===== config.mk =====
export PLATFORM = sky130hd
export DESIGN_NAME = selective_repeat_arq_window_unit_flat
export DESIGN_NICKNAME = d
export VERILOG_FILES = /design/src/rtl/srarq_pkg.sv /design/src/rtl/srarq_in_if.sv /design/src/rtl/srarq_out_if.sv /design/src/rtl/selective_repeat_arq_window_unit.sv /design/src/rtl/srarq_dp.sv /design/src/rtl/srarq_ctrl.sv /design/src/flat_wrapper.sv
export SDC_FILE = /design/constraint.sdc
export NUM_CORES = 1
export LEC_CHECK = 0
export BUFFER_PORTS_ARGS = -buffer_cell sky130_fd_sc_hd__buf_2
export CAP_MARGIN = 20
export CORE_MARGIN = 1.5
export CORE_UTILIZATION = 50
export CTS_CLUSTER_SIZE = 24
export DETAILED_ROUTE_END_ITERATION = 10
export HOLD_SLACK_MARGIN = 0.05
export PLACE_DENSITY = 0.69
export SYNTH_ARGS = -nofsm -noshare
export SYNTH_HDL_FRONTEND = slang
export SYNTH_SLANG_ARGS = --single-unit

===== constraint.sdc =====
create_clock -name clk_i -period 4.05 [get_ports clk_i]
set_clock_uncertainty 0.2 [all_clocks]
set_input_delay 0 -clock clk_i [delete_from_list [all_inputs] [get_ports clk_i]]
set_output_delay 0 -clock clk_i [all_outputs]
set_load 0.1 [all_outputs]

===== src/rtl/srarq_pkg.sv =====
// Shared types, constants and helpers for the selective-repeat ARQ window unit.
`default_nettype none

package srarq_pkg;

  localparam int SEQ_MAX       = 31;
  localparam int WINDOW        = 16;
  localparam int SEQ_MOD       = SEQ_MAX + 1;
  localparam int SEQ_W         = $clog2(SEQ_MOD);
  localparam int SLOT_W        = $clog2(WINDOW);
  localparam int STOP_W        = $clog2(WINDOW + 1);
  localparam int OUT_MAX       = 31;
  localparam int OUT_W         = $clog2(OUT_MAX + 1);
  localparam int LEN_W         = 10;
  localparam int MIN_FRAME_LEN = 5;
  localparam int HDR_LEN       = 7;

  typedef logic [SEQ_W-1:0]  seq_t;
  typedef logic [SLOT_W-1:0] slot_t;
  typedef logic [STOP_W-1:0] stop_t;
  typedef logic [OUT_W-1:0]  cnt_t;
  typedef logic [LEN_W-1:0]  len_t;

  // Event codes
  localparam logic [2:0] ACT_NET_READY    = 3'd0;
  localparam logic [2:0] ACT_PHY_READY    = 3'd1;
  localparam logic [2:0] ACT_FRAME_RX     = 3'd2;
  localparam logic [2:0] ACT_ACK_TIMEOUT  = 3'd3;
  localparam logic [2:0] ACT_DATA_TIMEOUT = 3'd4;

  // Received frame kinds
  localparam logic [1:0] KIND_DATA = 2'd0;
  localparam logic [1:0] KIND_NAK  = 2'd2;

  // Command codes of a result word
  localparam logic [2:0] CMD_SEND_DATA  = 3'd0;
  localparam logic [2:0] CMD_SEND_ACK   = 3'd1;
  localparam logic [2:0] CMD_SEND_NAK   = 3'd2;
  localparam logic [2:0] CMD_ACK_TIMER  = 3'd3;
  localparam logic [2:0] CMD_STORE      = 3'd4;
  localparam logic [2:0] CMD_DELIVER    = 3'd5;
  localparam logic [2:0] CMD_STOP_TIMER = 3'd6;

  typedef enum logic [3:0] {
    ST_IDLE,
    ST_DECODE,
    ST_SEND_NEW,
    ST_SEND_ACK,
    ST_RESEND,
    ST_BAD_NAK,
    ST_DATA_HEAD,
    ST_STORE,
    ST_DELIVER,
    ST_ACK_TIMER,
    ST_NAK_RESEND,
    ST_ACK_LOOP,
    ST_STATUS
  } st_e;

  typedef enum logic [3:0] {
    OP_NONE,
    OP_LATCH,
    OP_SEND_NEW,
    OP_PHY_UP,
    OP_SEND_ACK,
    OP_RESEND,
    OP_NAK,
    OP_ACK_TIMER,
    OP_STORE,
    OP_DELIVER,
    OP_NAK_RESEND,
    OP_ACK_STEP,
    OP_STATUS
  } op_e;

  typedef struct packed {
    logic [2:0] action;
    logic       crc_good;
    len_t       frame_len;
    logic [1:0] frame_kind;
    seq_t       frame_seq;
    seq_t       ack_in;
    slot_t      timeout_slot;
  } item_t;

  typedef struct packed {
    logic [2:0] command;
    logic       is_status;
    seq_t       seq_out;
    seq_t       ack_out;
    slot_t      slot_out;
    len_t       deliver_len;
    logic       network_enable;
    logic       last;
  } res_t;

  typedef struct packed {
    logic [2:0] action;
    logic       bad_frame;
    logic       data_frame;
    logic       nak_frame;
    logic       nak_allowed;
    logic       nak_first;
    logic       data_accept;
    logic       arrived_low;
    logic       any_delivered;
    logic       resend_ok;
    logic       ack_pending;
    logic       out_free;
  } dp_sts_t;

  // True when b lies in the circular window [a, c)
  function automatic logic in_window(seq_t a, seq_t b, seq_t c);
    return ((a <= b) && (b < c)) || ((c < a) && (a <= b)) || ((b < c) && (c < a));
  endfunction

endpackage

`default_nettype wire


===== src/rtl/srarq_in_if.sv =====
// Event channel: valid/ready handshake carrying one event word.
`default_nettype none

interface srarq_in_if import srarq_pkg::*; ();
  logic       valid;
  logic       ready;
  logic [2:0] action;
  logic       crc_good;
  len_t       frame_len;
  logic [1:0] frame_kind;
  seq_t       frame_seq;
  seq_t       ack_in;
  slot_t      timeout_slot;

  modport source (
    output valid, action, crc_good, frame_len, frame_kind, frame_seq, ack_in,
           timeout_slot,
    input  ready
  );
  modport sink (
    input  valid, action, crc_good, frame_len, frame_kind, frame_seq, ack_in,
           timeout_slot,
    output ready
  );
endinterface

`default_nettype wire


===== src/rtl/srarq_out_if.sv =====
// Result channel: valid/ready handshake carrying one command or status word.
`default_nettype none

interface srarq_out_if import srarq_pkg::*; ();
  logic       valid;
  logic       ready;
  logic [2:0] command;
  logic       is_status;
  seq_t       seq_out;
  seq_t       ack_out;
  slot_t      slot_out;
  len_t       deliver_len;
  logic       network_enable;
  logic       last;

  modport source (
    output valid, command, is_status, seq_out, ack_out, slot_out, deliver_len,
           network_enable, last,
    input  ready
  );
  modport sink (
    input  valid, command, is_status, seq_out, ack_out, slot_out, deliver_len,
           network_enable, last,
    output ready
  );
endinterface

`default_nettype wire


===== src/rtl/selective_repeat_arq_window_unit.sv =====
// Top level of the selective-repeat ARQ window unit: controller plus datapath.
`default_nettype none

// Selective-repeat ARQ window control. Each event word (network ready, phy
// ready, frame received, ack timeout, data timeout) is turned into a burst
// of command words on the result channel, closed by one status word with
// is_status and last set and network_enable valid. The unit takes one event
// at a time: it accepts and decodes it, then issues its result words in
// turn, with an idle step per acknowledged sequence number beyond the
// sixteenth timer stop, a step to end an in-order delivery scan and a step
// to leave the acknowledge scan of a good frame; a stalled result channel
// holds the sequence. The longest event is a data frame that releases a
// full window of deliveries and acknowledges 31 frames. A result word sits
// in an output register, so the next event is accepted while the closing
// status word still waits to be taken. Sequence numbers run modulo 32 and
// receive slots are sequence numbers modulo 16; the unit holds no payload,
// CRC or timers and only commands them.

module selective_repeat_arq_window_unit import srarq_pkg::*; (
  input  wire logic   clk_i,
  input  wire logic   rst_ni,
  srarq_in_if.sink    in_i,
  srarq_out_if.source out_o
);

  item_t   item;
  res_t    res;
  dp_sts_t sts;
  op_e     op;
  logic    out_valid;

  // Pack the event word for the datapath latch
  assign item.action       = in_i.action;
  assign item.crc_good     = in_i.crc_good;
  assign item.frame_len    = in_i.frame_len;
  assign item.frame_kind   = in_i.frame_kind;
  assign item.frame_seq    = in_i.frame_seq;
  assign item.ack_in       = in_i.ack_in;
  assign item.timeout_slot = in_i.timeout_slot;

  srarq_ctrl u_ctrl (
    .clk_i      (clk_i),
    .rst_ni     (rst_ni),
    .in_valid_i (in_i.valid),
    .sts_i      (sts),
    .in_ready_o (in_i.ready),
    .op_o       (op)
  );

  srarq_dp u_dp (
    .clk_i       (clk_i),
    .rst_ni      (rst_ni),
    .op_i        (op),
    .item_i      (item),
    .out_ready_i (out_o.ready),
    .out_valid_o (out_valid),
    .res_o       (res),
    .sts_o       (sts)
  );

  // Drive the result channel straight from the output register
  assign out_o.valid          = out_valid;
  assign out_o.command        = res.command;
  assign out_o.is_status      = res.is_status;
  assign out_o.seq_out        = res.seq_out;
  assign out_o.ack_out        = res.ack_out;
  assign out_o.slot_out       = res.slot_out;
  assign out_o.deliver_len    = res.deliver_len;
  assign out_o.network_enable = res.network_enable;
  assign out_o.last           = res.last;

endmodule

`default_nettype wire


===== src/rtl/srarq_dp.sv =====
// Datapath: window state, arrived bitmap, latched event and output register.
`default_nettype none

module srarq_dp import srarq_pkg::*; (
  input  wire logic    clk_i,
  input  wire logic    rst_ni,
  input  wire op_e     op_i,
  input  wire item_t   item_i,
  input  wire logic    out_ready_i,
  output logic         out_valid_o,
  output res_t         res_o,
  output dp_sts_t      sts_o
);

  item_t              item_q, item_d;
  seq_t               send_next_q, send_next_d;
  seq_t               ack_wanted_q, ack_wanted_d;
  seq_t               recv_low_q, recv_low_d;
  seq_t               recv_high_q, recv_high_d;
  cnt_t               outstanding_q, outstanding_d;
  logic               phy_idle_q, phy_idle_d;
  logic               nak_allowed_q, nak_allowed_d;
  logic [WINDOW-1:0]  arrived_q, arrived_d;
  stop_t              stops_q, stops_d;
  logic               any_q, any_d;
  logic               out_valid_q, out_valid_d;
  res_t               res_q, res_d;

  seq_t  ack_no;
  slot_t rx_slot;
  slot_t low_slot;
  seq_t  nak_next;
  seq_t  resend_seq;
  len_t  dlen;
  logic  out_free;

  assign ack_no   = recv_low_q + seq_t'(SEQ_MAX);
  assign rx_slot  = item_q.frame_seq[SLOT_W-1:0];
  assign low_slot = recv_low_q[SLOT_W-1:0];
  assign nak_next = item_q.ack_in + seq_t'(1);
  assign dlen     = (item_q.frame_len > len_t'(HDR_LEN)) ?
                    item_q.frame_len - len_t'(HDR_LEN) : '0;
  assign out_free = !out_valid_q || out_ready_i;

  // Data timer slot outside the send window moves up one window
  always_comb begin
    resend_seq = seq_t'(item_q.timeout_slot);
    if (!in_window(ack_wanted_q, resend_seq, send_next_q)) begin
      resend_seq = resend_seq + seq_t'(WINDOW);
    end
  end

  always_comb begin
    sts_o.action        = item_q.action;
    sts_o.bad_frame     = (item_q.frame_len < len_t'(MIN_FRAME_LEN)) || !item_q.crc_good;
    sts_o.data_frame    = (item_q.frame_kind == KIND_DATA);
    sts_o.nak_frame     = (item_q.frame_kind == KIND_NAK);
    sts_o.nak_allowed   = nak_allowed_q;
    sts_o.nak_first     = (item_q.frame_seq != recv_low_q) && nak_allowed_q;
    sts_o.data_accept   = in_window(recv_low_q, item_q.frame_seq, recv_high_q) &&
                          !arrived_q[rx_slot];
    sts_o.arrived_low   = arrived_q[low_slot];
    sts_o.any_delivered = any_q;
    sts_o.resend_ok     = in_window(ack_wanted_q, nak_next, send_next_q);
    sts_o.ack_pending   = in_window(ack_wanted_q, item_q.ack_in, send_next_q);
    sts_o.out_free      = out_free;
  end

  always_comb begin
    item_d        = item_q;
    send_next_d   = send_next_q;
    ack_wanted_d  = ack_wanted_q;
    recv_low_d    = recv_low_q;
    recv_high_d   = recv_high_q;
    outstanding_d = outstanding_q;
    phy_idle_d    = phy_idle_q;
    nak_allowed_d = nak_allowed_q;
    arrived_d     = arrived_q;
    stops_d       = stops_q;
    any_d         = any_q;
    out_valid_d   = out_valid_q && !out_ready_i;
    res_d         = res_q;

    unique case (op_i)
      OP_NONE: begin
      end
      OP_LATCH: begin
        item_d  = item_i;
        stops_d = '0;
        any_d   = 1'b0;
      end
      OP_SEND_NEW: begin
        if (outstanding_q != cnt_t'(OUT_MAX)) begin
          outstanding_d = outstanding_q + cnt_t'(1);
        end
        phy_idle_d        = 1'b0;
        send_next_d       = send_next_q + seq_t'(1);
        out_valid_d       = 1'b1;
        res_d             = '0;
        res_d.command     = CMD_SEND_DATA;
        res_d.seq_out     = send_next_q;
        res_d.ack_out     = ack_no;
        res_d.slot_out    = send_next_q[SLOT_W-1:0];
      end
      OP_PHY_UP: begin
        phy_idle_d = 1'b1;
      end
      OP_SEND_ACK: begin
        phy_idle_d    = 1'b0;
        out_valid_d   = 1'b1;
        res_d         = '0;
        res_d.command = CMD_SEND_ACK;
        res_d.ack_out = ack_no;
      end
      OP_RESEND: begin
        phy_idle_d     = 1'b0;
        out_valid_d    = 1'b1;
        res_d          = '0;
        res_d.command  = CMD_SEND_DATA;
        res_d.seq_out  = resend_seq;
        res_d.ack_out  = ack_no;
        res_d.slot_out = resend_seq[SLOT_W-1:0];
      end
      OP_NAK: begin
        nak_allowed_d = 1'b0;
        phy_idle_d    = 1'b0;
        out_valid_d   = 1'b1;
        res_d         = '0;
        res_d.command = CMD_SEND_NAK;
        res_d.ack_out = ack_no;
      end
      OP_ACK_TIMER: begin
        out_valid_d   = 1'b1;
        res_d         = '0;
        res_d.command = CMD_ACK_TIMER;
      end
      OP_STORE: begin
        arrived_d[rx_slot] = 1'b1;
        out_valid_d        = 1'b1;
        res_d              = '0;
        res_d.command      = CMD_STORE;
        res_d.seq_out      = item_q.frame_seq;
        res_d.slot_out     = rx_slot;
      end
      OP_DELIVER: begin
        arrived_d[low_slot] = 1'b0;
        nak_allowed_d       = 1'b1;
        recv_low_d          = recv_low_q + seq_t'(1);
        recv_high_d         = recv_high_q + seq_t'(1);
        any_d               = 1'b1;
        out_valid_d         = 1'b1;
        res_d               = '0;
        res_d.command       = CMD_DELIVER;
        res_d.seq_out       = recv_low_q;
        res_d.slot_out      = low_slot;
        res_d.deliver_len   = dlen;
      end
      OP_NAK_RESEND: begin
        phy_idle_d     = 1'b0;
        out_valid_d    = 1'b1;
        res_d          = '0;
        res_d.command  = CMD_SEND_DATA;
        res_d.seq_out  = nak_next;
        res_d.ack_out  = ack_no;
        res_d.slot_out = nak_next[SLOT_W-1:0];
      end
      OP_ACK_STEP: begin
        // Only the first window's worth of acks issues a timer stop
        if (stops_q < stop_t'(WINDOW)) begin
          stops_d        = stops_q + stop_t'(1);
          out_valid_d    = 1'b1;
          res_d          = '0;
          res_d.command  = CMD_STOP_TIMER;
          res_d.slot_out = ack_wanted_q[SLOT_W-1:0];
        end
        if (outstanding_q != '0) begin
          outstanding_d = outstanding_q - cnt_t'(1);
        end
        ack_wanted_d = ack_wanted_q + seq_t'(1);
      end
      OP_STATUS: begin
        out_valid_d          = 1'b1;
        res_d                = '0;
        res_d.command        = CMD_SEND_DATA;
        res_d.is_status      = 1'b1;
        res_d.network_enable = (outstanding_q < cnt_t'(WINDOW)) && phy_idle_q;
        res_d.last           = 1'b1;
      end
      default: begin
      end
    endcase
  end

  always_ff @(posedge clk_i or negedge rst_ni) begin
    if (!rst_ni) begin
      send_next_q   <= '0;
      ack_wanted_q  <= '0;
      recv_low_q    <= '0;
      recv_high_q   <= seq_t'(WINDOW % SEQ_MOD);
      outstanding_q <= '0;
      phy_idle_q    <= 1'b0;
      nak_allowed_q <= 1'b1;
      arrived_q     <= '0;
      stops_q       <= '0;
      any_q         <= 1'b0;
      out_valid_q   <= 1'b0;
    end else begin
      send_next_q   <= send_next_d;
      ack_wanted_q  <= ack_wanted_d;
      recv_low_q    <= recv_low_d;
      recv_high_q   <= recv_high_d;
      outstanding_q <= outstanding_d;
      phy_idle_q    <= phy_idle_d;
      nak_allowed_q <= nak_allowed_d;
      arrived_q     <= arrived_d;
      stops_q       <= stops_d;
      any_q         <= any_d;
      out_valid_q   <= out_valid_d;
    end
  end

  always_ff @(posedge clk_i) begin
    item_q <= item_d;
    res_q  <= res_d;
  end

  assign out_valid_o = out_valid_q;
  assign res_o       = res_q;

  // Receive window always spans exactly one window
  a_rx_span: assert property (@(posedge clk_i) disable iff (!rst_ni)
    (recv_high_q - recv_low_q) == seq_t'(WINDOW))
    else $error("receive window span broken");

  a_stop_cap: assert property (@(posedge clk_i) disable iff (!rst_ni)
    stops_q <= stop_t'(WINDOW))
    else $error("timer stop count past window");

  a_status_last: assert property (@(posedge clk_i) disable iff (!rst_ni)
    out_valid_q |-> (res_q.is_status == res_q.last))
    else $error("status word and last flag disagree");

endmodule

`default_nettype wire


===== src/rtl/srarq_ctrl.sv =====
// Controller: sequences one event into its command words and closing status.
`default_nettype none

module srarq_ctrl import srarq_pkg::*; (
  input  wire logic    clk_i,
  input  wire logic    rst_ni,
  input  wire logic    in_valid_i,
  input  wire dp_sts_t sts_i,
  output logic         in_ready_o,
  output op_e          op_o
);

  st_e state_q, state_d;

  always_comb begin
    state_d = state_q;
    unique case (state_q)
      ST_IDLE: begin
        if (in_valid_i) state_d = ST_DECODE;
      end
      ST_DECODE: begin
        unique case (sts_i.action)
          ACT_NET_READY:    state_d = ST_SEND_NEW;
          ACT_ACK_TIMEOUT:  state_d = ST_SEND_ACK;
          ACT_DATA_TIMEOUT: state_d = ST_RESEND;
          ACT_FRAME_RX: begin
            if (sts_i.bad_frame) begin
              state_d = sts_i.nak_allowed ? ST_BAD_NAK : ST_STATUS;
            end else if (sts_i.data_frame) begin
              state_d = ST_DATA_HEAD;
            end else if (sts_i.nak_frame && sts_i.resend_ok) begin
              state_d = ST_NAK_RESEND;
            end else begin
              state_d = ST_ACK_LOOP;
            end
          end
          default:          state_d = ST_STATUS;
        endcase
      end
      ST_SEND_NEW, ST_SEND_ACK, ST_RESEND, ST_BAD_NAK: begin
        if (sts_i.out_free) state_d = ST_STATUS;
      end
      ST_DATA_HEAD: begin
        if (sts_i.out_free) state_d = sts_i.data_accept ? ST_STORE : ST_ACK_LOOP;
      end
      ST_STORE: begin
        if (sts_i.out_free) state_d = ST_DELIVER;
      end
      ST_DELIVER: begin
        if (!sts_i.arrived_low) begin
          state_d = sts_i.any_delivered ? ST_ACK_TIMER : ST_ACK_LOOP;
        end
      end
      ST_ACK_TIMER, ST_NAK_RESEND: begin
        if (sts_i.out_free) state_d = ST_ACK_LOOP;
      end
      ST_ACK_LOOP: begin
        if (!sts_i.ack_pending) state_d = ST_STATUS;
      end
      ST_STATUS: begin
        if (sts_i.out_free) state_d = ST_IDLE;
      end
      default: state_d = ST_IDLE;
    endcase
  end

  always_comb begin
    in_ready_o = 1'b0;
    op_o       = OP_NONE;
    unique case (state_q)
      ST_IDLE: begin
        in_ready_o = 1'b1;
        if (in_valid_i) op_o = OP_LATCH;
      end
      ST_DECODE: begin
        if (sts_i.action == ACT_PHY_READY) op_o = OP_PHY_UP;
      end
      ST_SEND_NEW:   if (sts_i.out_free) op_o = OP_SEND_NEW;
      ST_SEND_ACK:   if (sts_i.out_free) op_o = OP_SEND_ACK;
      ST_RESEND:     if (sts_i.out_free) op_o = OP_RESEND;
      ST_BAD_NAK:    if (sts_i.out_free) op_o = OP_NAK;
      ST_DATA_HEAD: begin
        if (sts_i.out_free) op_o = sts_i.nak_first ? OP_NAK : OP_ACK_TIMER;
      end
      ST_STORE:      if (sts_i.out_free) op_o = OP_STORE;
      ST_DELIVER:    if (sts_i.out_free && sts_i.arrived_low) op_o = OP_DELIVER;
      ST_ACK_TIMER:  if (sts_i.out_free) op_o = OP_ACK_TIMER;
      ST_NAK_RESEND: if (sts_i.out_free) op_o = OP_NAK_RESEND;
      ST_ACK_LOOP:   if (sts_i.out_free && sts_i.ack_pending) op_o = OP_ACK_STEP;
      ST_STATUS:     if (sts_i.out_free) op_o = OP_STATUS;
      default: begin
      end
    endcase
  end

  always_ff @(posedge clk_i or negedge rst_ni) begin
    if (!rst_ni) begin
      state_q <= ST_IDLE;
    end else begin
      state_q <= state_d;
    end
  end

  a_accept_decode: assert property (@(posedge clk_i) disable iff (!rst_ni)
    (state_q == ST_IDLE && in_valid_i) |=> (state_q == ST_DECODE))
    else $error("accepted event not decoded");

  a_status_idle: assert property (@(posedge clk_i) disable iff (!rst_ni)
    (state_q == ST_STATUS && sts_i.out_free) |=> (state_q == ST_IDLE))
    else $error("status word did not close the event");

  a_deliver_arrived: assert property (@(posedge clk_i) disable iff (!rst_ni)
    (op_o == OP_DELIVER) |-> (sts_i.arrived_low && state_q == ST_DELIVER))
    else $error("delivery of a slot that has not arrived");

endmodule

`default_nettype wire

===== src/flat_wrapper.sv =====
// flat-port wrapper written by rule: the top's interface ports become plain ports
module selective_repeat_arq_window_unit_flat import srarq_pkg::*;
  (clk_i, rst_ni, in_i_valid, in_i_action, in_i_crc_good, in_i_frame_len, in_i_frame_kind, in_i_frame_seq, in_i_ack_in, in_i_timeout_slot, in_i_ready, out_o_valid, out_o_command, out_o_is_status, out_o_seq_out, out_o_ack_out, out_o_slot_out, out_o_deliver_len, out_o_network_enable, out_o_last, out_o_ready);
  srarq_in_if in_i_i ();
  srarq_out_if out_o_i ();
  input  wire logic clk_i;
  input  wire logic rst_ni;
  input wire logic [$bits(in_i_i.valid)-1:0] in_i_valid;
  input wire logic [$bits(in_i_i.action)-1:0] in_i_action;
  input wire logic [$bits(in_i_i.crc_good)-1:0] in_i_crc_good;
  input wire logic [$bits(in_i_i.frame_len)-1:0] in_i_frame_len;
  input wire logic [$bits(in_i_i.frame_kind)-1:0] in_i_frame_kind;
  input wire logic [$bits(in_i_i.frame_seq)-1:0] in_i_frame_seq;
  input wire logic [$bits(in_i_i.ack_in)-1:0] in_i_ack_in;
  input wire logic [$bits(in_i_i.timeout_slot)-1:0] in_i_timeout_slot;
  output wire logic [$bits(in_i_i.ready)-1:0] in_i_ready;
  output wire logic [$bits(out_o_i.valid)-1:0] out_o_valid;
  output wire logic [$bits(out_o_i.command)-1:0] out_o_command;
  output wire logic [$bits(out_o_i.is_status)-1:0] out_o_is_status;
  output wire logic [$bits(out_o_i.seq_out)-1:0] out_o_seq_out;
  output wire logic [$bits(out_o_i.ack_out)-1:0] out_o_ack_out;
  output wire logic [$bits(out_o_i.slot_out)-1:0] out_o_slot_out;
  output wire logic [$bits(out_o_i.deliver_len)-1:0] out_o_deliver_len;
  output wire logic [$bits(out_o_i.network_enable)-1:0] out_o_network_enable;
  output wire logic [$bits(out_o_i.last)-1:0] out_o_last;
  input wire logic [$bits(out_o_i.ready)-1:0] out_o_ready;
  assign in_i_i.valid = in_i_valid;
  assign in_i_i.action = in_i_action;
  assign in_i_i.crc_good = in_i_crc_good;
  assign in_i_i.frame_len = in_i_frame_len;
  assign in_i_i.frame_kind = in_i_frame_kind;
  assign in_i_i.frame_seq = in_i_frame_seq;
  assign in_i_i.ack_in = in_i_ack_in;
  assign in_i_i.timeout_slot = in_i_timeout_slot;
  assign in_i_ready = in_i_i.ready;
  assign out_o_valid = out_o_i.valid;
  assign out_o_command = out_o_i.command;
  assign out_o_is_status = out_o_i.is_status;
  assign out_o_seq_out = out_o_i.seq_out;
  assign out_o_ack_out = out_o_i.ack_out;
  assign out_o_slot_out = out_o_i.slot_out;
  assign out_o_deliver_len = out_o_i.deliver_len;
  assign out_o_network_enable = out_o_i.network_enable;
  assign out_o_last = out_o_i.last;
  assign out_o_i.ready = out_o_ready;
  selective_repeat_arq_window_unit u_core (.clk_i(clk_i), .rst_ni(rst_ni), .in_i(in_i_i), .out_o(out_o_i));
endmodule

==> flow_summary.toml, run 1 <==
[outcome]
status = "finished clean"

[timing]
fin_crit_sh = 0.952
fmax_ghz = 0.259
rsz0062_at_grt = "no"
period_minus_slack_ns = 3.86
whs_ns = 0.0770
final.setup.tns_ns = 0
worstMarginPinSlew_ns = 0.743
slew_headroom = 0.505
final_hold_viol_count = 0
fin_ws_ns = 0.194
finalMaxSlewViolations = 0
setup_viol = 0

[detailed_routing]
via_per_inst = 5.89
final_antenna_net_count = 0
dr.first_iter.drc_count = 611
vias = 5594
routed_wirelength_um = 17500
firstDrtPassIters = 7
drc = 0
wire_per_inst_um = 18.5

[cts]
cts_tree = "yes"
clk_path_buf_depth = 2
ctsRootBufferMaster = "clkbuf_16"
clock_sinks = 113
clk_pin_slew_ns = 0.06
post-cts-setup-buffers = 0
clkLatencyLatePin_ns = 0.43
cts_buffers = 17
htreeDepth = 4

[synth]
syn_nets = 737
ys.flop_type = "edfxtp_1"
synth_edf_count = 59
ys_seq_elements = 113
netlist_area_mm2 = 0.00675
synthArstFlopShare = 0.478
synth_cells = 646
ys_seq_area_frac = 0.463
yosys_warnings = 0
yosysUniqueCellTypes = 68
syn_avg_cell_area_um2 = 10.4

[finish]
nFillCells = 1035
multiInputGateArea_mm2 = 0.00334
regArea_mm2 = 0.00313
num-nets-final = 851
layout-drive-gt1-share = 0.181
diodes = 0
area_growth_pct = 23.0

[setup_path]
r2r_end = "u_core.u_dp.outstanding_q[4]$_DFFE_PN0P_"
path_class = "reg2reg"
crit_chain = "inv_1 > ha_1 > nand3_1 > or2_2 > a311oi_1 > nor2b_1 > a22o_1 > a21o_4 > inv_4 > ha_4 > nor2b_1 > o21ai_1 > nand2b_1 > or4_1 > nand3_1"
rr_worst_depth = 15
cp-start-kind = "flop"
crit_path_end_kind = "flop"
worstPathArrival_ns = 4.01
r2r_slack_ns = 0.19
endpoint = "u_core.u_dp.outstanding_q[4]$_DFFE_PN0P_"
rr_startpoint = "u_core.u_dp.item_q[12]$_DFFE_PP_"
critPathMaxFanout = 18
slowest_delay_ns = 0.54
crit_path_top_delay_cell = "edfxtp_1"
required_ns = 4.20
crit_start = "u_core.u_dp.item_q[12]$_DFFE_PP_"

[floorplan]
die_h_um = 119
die_area_mm2 = 0.0142
die_w_um = 119
num_rows = 42
io_pins = 66
core_mm2 = 0.0132
initial_core_util = 0.511

[global_routing]
grt_use_total = 0.256
grt_max_degree = 53
grt-ovfl-total = 0
grt_pass1_vias = 5617
antenna_found_initial = 0
grt_first_pass_wirelength_um = 27800

[pwr]
vdd_ir_drop_max_v = 0.000812
power.leakage_uw = 0.00362
power.total_uw = 7250
pwr_density_cell_mw_per_mm2 = 874

[worst_hold_path]
hold_path.class = "in2reg"

[placed_design]
place_congestion = 0.962
pre_cts_ws_ns = 0.247
hpwl_um = 12100
port_buffers = 65

[flow_run]
maxCapViolations = 0
critical path, delay by kind of cell (launching register included):
| family | cells | cell delay [ns] |
|---|---|---|
| AND/OR/NAND/NOR | 7 | 1.24 |
| adder cells (fa/ha/maj) | 2 | 0.56 |
| AO/OA/AOI/OAI | 4 | 0.90 |
| flip-flops | 1 | 0.54 |
| buffers and inverters | 2 | 0.34 |
kinds of logic after synthesis:
| kind of cell | synth area share |
|---|---|
| AO/OA/AOI/OAI | 0.155 |
| flip-flops | 0.463 |
| buffers and inverters | 0.0454 |
| multiplexers | 0.0362 |
| AND/OR/NAND/NOR | 0.149 |
| adder cells (fa/ha/maj) | 0.110 |
| XOR/XNOR | 0.0403 |
power by group:
| part | switching [µW] | internal [µW] | leakage (µW) |
|---|---|---|---|
| combinational | 2620 | 1080 | 0.00211 |
| clock | 539 | 960 | 0.000272 |
| sequential | 338 | 1720 | 0.00124 |
stage by stage:
stage                util  std cells  area (µm²)
global placement    0.558        883        7360
global route        0.629        949        8300
detailed placement  0.558        883        7360
CTS                 0.629        949        8300
finish              0.629        949        8300
floorplan               -        646        6790
worst min-delay path by stage:
| stage | slack, ns | to | start | cells after the start |
|---|---|---|---|---|
| 4_1_cts | 0.07 | u_core.u_dp.item_q[19]$_DFFE_PP_ | in_i_frame_len[3] | 2 |
| 6_report | 0.08 | u_core.u_dp.item_q[24]$_DFFE_PP_ | in_i_frame_len[8] | 2 |
| 3_3_place_gp | -0.40 | u_core.u_dp.send_next_q[4]$_DFFE_PN0P_ | rst_ni | 1 |
| 3_5_place_dp | -0.41 | u_core.u_dp.send_next_q[4]$_DFFE_PN0P_ | rst_ni | 1 |
| 2_1_floorplan | -0.50 | u_core.u_ctrl.state_q[0]$_DFFE_PN0P_ | rst_ni | 0 |
| 5_1_grt | 0.08 | u_core.u_dp.item_q[4]$_DFFE_PP_ | in_i_ack_in[0] | 2 |
routing by layer:
metal	GRT usage	up-vias	part of all wire
met2	0.414	232	0.48
met4	0.115	0	0.032
met1	0.321	2713	0.42
met5	0	-	0
met3	0.0694	45	0.064
li1	-	2604	-
sequential cells by signal, indices dropped and copies added (netlist names):
name	cells
u_core.u_ctrl.state_q	4
u_core.u_dp.ack_wanted_q	5
u_core.u_dp.any_q	1
u_core.u_dp.arrived_q	16
u_core.u_dp.item_q	27
u_core.u_dp.nak_allowed_q	1
u_core.u_dp.out_valid_o	1
u_core.u_dp.outstanding_q	5
u_core.u_dp.phy_idle_q	1
u_core.u_dp.recv_high_q	5
u_core.u_dp.recv_low_q	5
u_core.u_dp.res_o	29
u_core.u_dp.send_next_q	5
u_core.u_dp.stops_q	5
u_core.u_dp.sts_o	3
cells in the mapped netlist, drive strengths merged, types with 10 or more instances:
library cell  count  area (µm²)
nor2             45         169
dfrtp            52        1300
a21o             14         113
nand2            44         168
nor2b            11        68.8
ha               56         701
inv              51         191
edfxtp           59        1770
nand3            19        95.1
clkbuf           15        56.3
a31oi            11        68.8
a21oi            31         155
mux2i            12         120
xnor2            25         219
nor3             10        50.1
o21ai            35         179
nand2b           16         100
layout make-up:
class                           count  share of cell area
Multi-Input combinational cell    458               0.403
Sequential cell                   113               0.377
Timing Repair Buffer              119              0.0983
Clock buffer                       18              0.0517
Tap cell                          176              0.0265
Inverter                           51              0.0243
Clock inverter                     14              0.0201
cell usage in the layout, fill, tap and decap left out, types with 6 or more instances in the layout:
master,instances
or4_1,7
ha_1,55
xor2_1,6
o21ai_0,31
dfrtp_1,52
a31oi_1,11
clkbuf_16,17
nand4_1,9
nand3_1,19
a21o_1,13
nand2b_1,16
mux2i_1,12
nor2b_1,11
a21oi_1,30
edfxtp_1,59
and2_1,8
dlygate4sd3_1,34
buf_4,20
clkinvlp_4,6
and3_1,7
a22o_1,9
nor3_1,10
nand2_1,43
buf_2,65
inv_1,49
a22oi_1,6
xnor2_1,25
nor2_1,45
repair_timing:
action	in CTS	in global routing
hold buffers	34	0
hold endpoints to repair	92	0
resized for setup	0	0
Note: power is estimated with default switching activity, not from simulation.
==> run 2, diff against run 1 <==
==> constraint.sdc (replaced) <==
create_clock -name clk_i -period 4.05 [get_ports clk_i]
set_clock_uncertainty 0.2 [all_clocks]
set_input_delay 0.6075 -clock clk_i [delete_from_list [all_inputs] [get_ports clk_i]]
set_output_delay 0.6075 -clock clk_i [all_outputs]
set_load 0.1 [all_outputs]
==> run 2 against run 1 <==
  * Sequential share of layout area is 1.7 points higher
  * Largest power group unchanged
  * Power is 1.8% lower
  * Global-route usage is 0.39 points lower
  * Fmax is 2.1% higher
  * Non-clock buffer count is 33 lower
  * Via count is 2.9% lower
  * Clock power is 5% lower
  * Design area is 4.3% lower
  * Highest routed layer unchanged
  * Routed wire length is 3.4% lower
==> flow_summary.toml, run 2 (synthesized netlist as in run 1, its figures left out) <==
[floorplan]
die_area_mm2 = 0.0142
core_mm2 = 0.0132
die_h_um = 119
die_w_um = 119
io_pins = 66
num_rows = 42
initial_core_util = 0.511

[timing]
setup_viol = 0
fin_crit_sh = 0.932
rsz0062_at_grt = "no"
finalMaxSlewViolations = 0
worstMarginPinSlew_ns = 0.864
slew_headroom = 0.424
final_hold_viol_count = 0
fin_ws_ns = 0.274
period_minus_slack_ns = 3.78
fmax_ghz = 0.265
whs_ns = 0.0926

[global_routing]
grtUsageMet2 = 0.405
grt_first_pass_wirelength_um = 27500
grt_max_degree = 38
grt_use_total = 0.252
antenna_found_initial = 0
grt-ovfl-total = 0
use_met1 = 0.334
use_met3 = 0.0651
grt.busiest_layer = "met2"
grt_pass1_vias = 5281

[detailed_routing]
routed_wirelength_um = 16900
drc = 0
vias = 5429
wire_per_inst_um = 18.5
via_per_inst = 5.93
firstDrtPassIters = 6
final_antenna_net_count = 0
dr.first_iter.drc_count = 487

[finish]
post-route-util = 0.602
design_area_mm2 = 0.00794
layout_common_cells = "buf_2 (65), edfxtp_1 (59), ha_1 (55)"
area_growth_pct = 17.8
nFillCells = 1097
diodes = 0
final_common_cell = "buf_2"
num-nets-final = 818
largest_reg_flops = 29
layout-drive-gt1-share = 0.192
multiInputGateArea_mm2 = 0.00335
regArea_mm2 = 0.00313

[setup_path]
cp-start-kind = "flop"
path_class = "reg2reg"
worstSetupPathDepth = 15
crit_path_top_delay_cell = "or4_1"
worst-path-buf-inv = 2
worstPathArrival_ns = 3.92
rr_worst_depth = 15
required_ns = 4.19
crit_path_end_kind = "flop"
cp_top_family = "compound AO/OA/AOI/OAI gates"
crit_chain = "inv_1 > ha_1 > a21oi_1 > a21boi_0 > o32a_1 > maj3_2 > o31a_1 > a21o_4 > inv_6 > ha_4 > nor2b_1 > o21ai_1 > nand2b_1 > or4_1 > nand3_1"
critPathMaxFanout = 18
slowest_delay_ns = 0.41

[placed_design]
place_congestion = 0.964
port_buffers = 65
hpwl_um = 12600
post_dp_cell_area_mm2 = 0.00738
pre_cts_ws_ns = 0.289

[outcome]
status = "finished clean"

[cts]
cts_tree = "yes"
cts_buffers = 17
htreeDepth = 4
clkLatencyLatePin_ns = 0.42
ctsRootBufferMaster = "clkbuf_16"
clk_path_buf_depth = 2
clock_sinks = 113
clk_pin_slew_ns = 0.06

[flow_run]
maxCapViolations = 0

[worst_hold_path]
hold_path.class = "in2async"

[pwr]
pwr_density_cell_mw_per_mm2 = 896
vdd_ir_drop_max_v = 0.000798
power.leakage_uw = 0.00349
[run 2: changes by cell type in the layout (fill, tap and decap cells not counted), sizes merged]
cell	before	now
buf	85	86
bufinv	3	2
clkbuf	18	21
clkinv	5	7
clkinvlp	6	2
dlygate4sd3	34	0
[run 2: through the flow]
step                std cells  power [µW]  setup TNS, ns
floorplan                 646        4900         -0.446
global placement          884        5620              0
detailed placement        884        5670              0
CTS                       916        7120              0
global route              916        7530              0
finish                    916        7120              0
[run 2: final cells by class]
class                           count  share of cell area
Clock buffer                       21              0.0567
Clock inverter                     11              0.0143
Inverter                           51              0.0257
Multi-Input combinational cell    458               0.421
Sequential cell                   113               0.394
Tap cell                          176              0.0277
Timing Repair Buffer               86              0.0608
[run 2: worst paths after layout]
check / from / endpoint / slack, ns
max: u_core.u_dp.item_q[7]$_DFFE_PP_ / u_core.u_dp.outstanding_q[4]$_DFFE_PN0P_ / 0.27
min: rst_ni / u_core.u_dp.send_next_q[3]$_DFFE_PN0P_ / 0.09
max reg2reg: u_core.u_dp.item_q[7]$_DFFE_PP_ / u_core.u_dp.outstanding_q[4]$_DFFE_PN0P_ / 0.27
min reg2reg: u_core.u_dp.any_q$_DFFE_PN0P_ / u_core.u_dp.any_q$_DFFE_PN0P_ / 0.29
max in group asynchronous: rst_ni / u_core.u_dp.nak_allowed_q$_DFFE_PN1P_ / 2.69
min in group clk_i: in_i_frame_len[1] / u_core.u_dp.item_q[17]$_DFFE_PP_ / 0.16
[run 2: routing by layer]
layer | vias to the layer above | wire [µm] | part of all wire
li1 | 2536 | - | -
met1 | 2649 | 7420 | 0.44
met2 | 216 | 7980 | 0.47
met3 | 28 | 1210 | 0.072
met4 | 0 | 310 | 0.018
met5 | - | 0 | 0
[run 2: report_power, final]
group	switching (µW)	leakage, µW	total, µW	internal (µW)
Clock	509	0.000276	1420	912
Sequential	352	0.00124	2070	1720
Combinational	2580	0.00197	3630	1060
Total	3440	0.00349	7120	3680
[run 2: timing repair]
action / in CTS / in global routing
setup endpoints to repair: 0 / 1
gates resized for setup: 0 / 2
buffers inserted: 0 / 0
hold buffers: 0 / 0
==> run 3, diff against run 2 <==
--- a/config.mk
+++ b/config.mk
@@ -11,8 +11,8 @@
 export CORE_UTILIZATION = 50
 export CTS_CLUSTER_SIZE = 24
 export DETAILED_ROUTE_END_ITERATION = 10
-export HOLD_SLACK_MARGIN = 0.05
 export PLACE_DENSITY = 0.69
 export SYNTH_ARGS = -nofsm -noshare
 export SYNTH_HDL_FRONTEND = slang
+export SYNTH_HIERARCHICAL = 1
 export SYNTH_SLANG_ARGS = --single-unit
==> run 3 against run 2 <==
  * Worst setup slack got worse by 0.084 ns
  * Critical path depth is 4 higher
  * Via count is 0.39% lower
  * Design area rose by 3.7%
  * Register-to-register slack got worse by 0.08 ns
  * Global-route usage decreased by 0.70 points
  * Fmax decreased by 2.2%
  * Highest routed layer unchanged
==> flow_summary.toml, run 3 <==
[outcome]
status = "finished clean"

[synth]
syn_nets = 755
synth_edf_count = 59
synth_common_cells = "nand2_1 (63), edfxtp_1 (59), ha_1 (56)"
yosysUniqueCellTypes = 77
ys.flop_type = "edfxtp_1"
post-synth-top-count-cell = "nand2_1"
ys_seq_elements = 113
yosysTopAreaCell = "edfxtp_1"
ys_seq_area_frac = 0.452
netlist_area_mm2 = 0.00692
syn_avg_cell_area_um2 = 10.4
synth_top_cell_area_share = 0.256
yosys_warnings = 6
synth_area_leaders = "edfxtp_1 (26%), dfrtp_1 (19%), ha_1 (10%), xnor2_1 (3.9%), o21ai_0 (3.9%)"
synthArstFlopShare = 0.478
synth_cells = 664

[timing]
rsz0062_at_grt = "yes"
slew_headroom = 0.526
setup_viol = 0
fin_crit_sh = 0.953
final_hold_viol_count = 0
fin_ws_ns = 0.191
worstMarginPinSlew_ns = 0.711
finalMaxSlewViolations = 0
period_minus_slack_ns = 3.86
final.setup.tns_ns = 0
fmax_ghz = 0.259

[placed_design]
pre_cts_ws_ns = 0.0725
port_buffers = 65
hpwl_um = 12500
place_congestion = 0.925

[cts]
cts_tree = "yes"
clk_path_buf_depth = 2
ctsRootBufferMaster = "clkbuf_16"
clkLatencyLatePin_ns = 0.42
cts_buffers = 17
clock_sinks = 113
htreeDepth = 4
clk_pin_slew_ns = 0.06

[floorplan]
die_area_mm2 = 0.0145
initial_core_util = 0.518
core_mm2 = 0.0133
die_h_um = 121
die_w_um = 121
num_rows = 42
io_pins = 66

[finish]
largest_reg_flops = 29
layout_common_cells = "buf_2 (65), nand2_1 (63), edfxtp_1 (59)"
multiInputGateArea_mm2 = 0.00343
area_growth_pct = 19.1
regArea_mm2 = 0.00313
num-nets-final = 845
nFillCells = 1084
diodes = 0
layout-drive-gt1-share = 0.223
post-route-util = 0.617
final_common_cell = "buf_2"

[setup_path]
path_class = "reg2reg"
critPathMaxFanout = 5
slowest_delay_ns = 0.42
crit_chain = "inv_1 > ha_1 > a211oi_1 > o31ai_1 > maj3_2 > inv_1 > inv_1 > a21oi_2 > a21oi_1 > o22ai_1 > and2_4 > nand4b_1 > buf_4 > fa_2 > nor2b_2 > o21a_1 > nor3_1 > nand3b_1 > xnor2_1"
crit_path_end_kind = "flop"
required_ns = 4.14
crit_path_top_delay_cell = "dfrtp_1"
worst-path-buf-inv = 4
cp_common_cell = "inv_1"
cp-start-kind = "flop"
worstPathArrival_ns = 3.95
cp_top_family = "adder cells"

[detailed_routing]
final_antenna_net_count = 0
drc = 0
via_per_inst = 5.73
vias = 5408
firstDrtPassIters = 5
dr.first_iter.drc_count = 598
wire_per_inst_um = 17.8
routed_wirelength_um = 16800

[global_routing]
grt_first_pass_wirelength_um = 27500
grt_max_degree = 41
antenna_found_initial = 0
grt_use_total = 0.245
grt-ovfl-total = 0
grt_pass1_vias = 5405

[flow_run]
maxCapViolations = 0

[worst_hold_path]
hold_path.class = "in2reg"
-- run 3: cell families after synthesis --
group,count (synthesis),synth area share
AO/OA/AOI/OAI,153,0.146
XOR/XNOR,34,0.0431
adder cells (fa/ha/maj),60,0.109
buffers and inverters,85,0.0570
flip-flops,113,0.452
multiplexers,20,0.0497
AND/OR/NAND/NOR,199,0.143
-- run 3: layout make-up --
type	count	share of cell area
clock inverters	11	0.0167
multi-input cells	466	0.417
flip-flops and latches	113	0.380
well taps	176	0.0267
inverters	52	0.0241
clock buffers	21	0.0559
repair buffers	104	0.0799
-- run 3: per-layer routing --
metal / GRT usage / vias to the layer above / wire [µm] / part of all wire
li1: - / 2580 / - / -
met1: 0.324 / 2600 / 7550 / 0.45
met5: 0 / - / 0 / 0
met3: 0.0585 / 34 / 878 / 0.052
met4: 0.0934 / 0 / 398 / 0.024
met2: 0.391 / 194 / 8000 / 0.48
-- run 3: final timing paths --
check | startpoint | to | slack [ns] | cells past startpoint
worst min-delay path | in_i_ack_in[4] | u_core/u_dp/item_q[8]$_DFFE_PP_ | 0.16 | 1
min in group asynchronous | rst_ni | u_core/u_dp/ack_wanted_q[4]$_DFFE_PN0P_ | 0.46 | 2
worst max register to register | u_core/u_dp/send_next_q[1]$_DFFE_PN0P_ | u_core/u_dp/outstanding_q[4]$_DFFE_PN0P_ | 0.19 | 19
max in group asynchronous | rst_ni | u_core/u_dp/recv_low_q[0]$_DFFE_PN0P_ | 2.29 | 3
worst max-delay path | u_core/u_dp/send_next_q[1]$_DFFE_PN0P_ | u_core/u_dp/outstanding_q[4]$_DFFE_PN0P_ | 0.19 | 19
worst min register to register | u_core/u_dp/phy_idle_q$_DFFE_PN0P_ | u_core/u_dp/phy_idle_q$_DFFE_PN0P_ | 0.30 | 2
-- run 3: what timing repair did --
action | in CTS | in global routing
gates resized for setup | 0 | 12
endpoints found under the setup margin | 0 | 79
setup buffers | 0 | 5
hold endpoints to repair | 13 | 0
hold buffers | 1 | 0
-- run 3: through the flow --
stage | cells | hold slack, ns | cell area (µm²)
floorplan | 664 | 0.112 | 6930
global placement | 905 | 0.266 | 7570
detailed placement | 905 | 0.289 | 7570
CTS | 938 | 0.145 | 8180
global route | 943 | 0.144 | 8240
finish | 943 | 0.160 | 8240
-- run 3: worst reg2reg max path: cells and delay by family (launching register included) --
kind                     cells  cell delay [ns]
XOR/XNOR                     1             0.13
adder cells (fa/ha/maj)      3             0.97
AO/OA/AOI/OAI                6             0.84
buffers and inverters        4             0.49
AND/OR/NAND/NOR              5             0.68
flip-flops                   1             0.42
Power of run 3 is not shown: default switching activity piles up to over one toggle a cycle in this logic, so the estimate is an artifact.
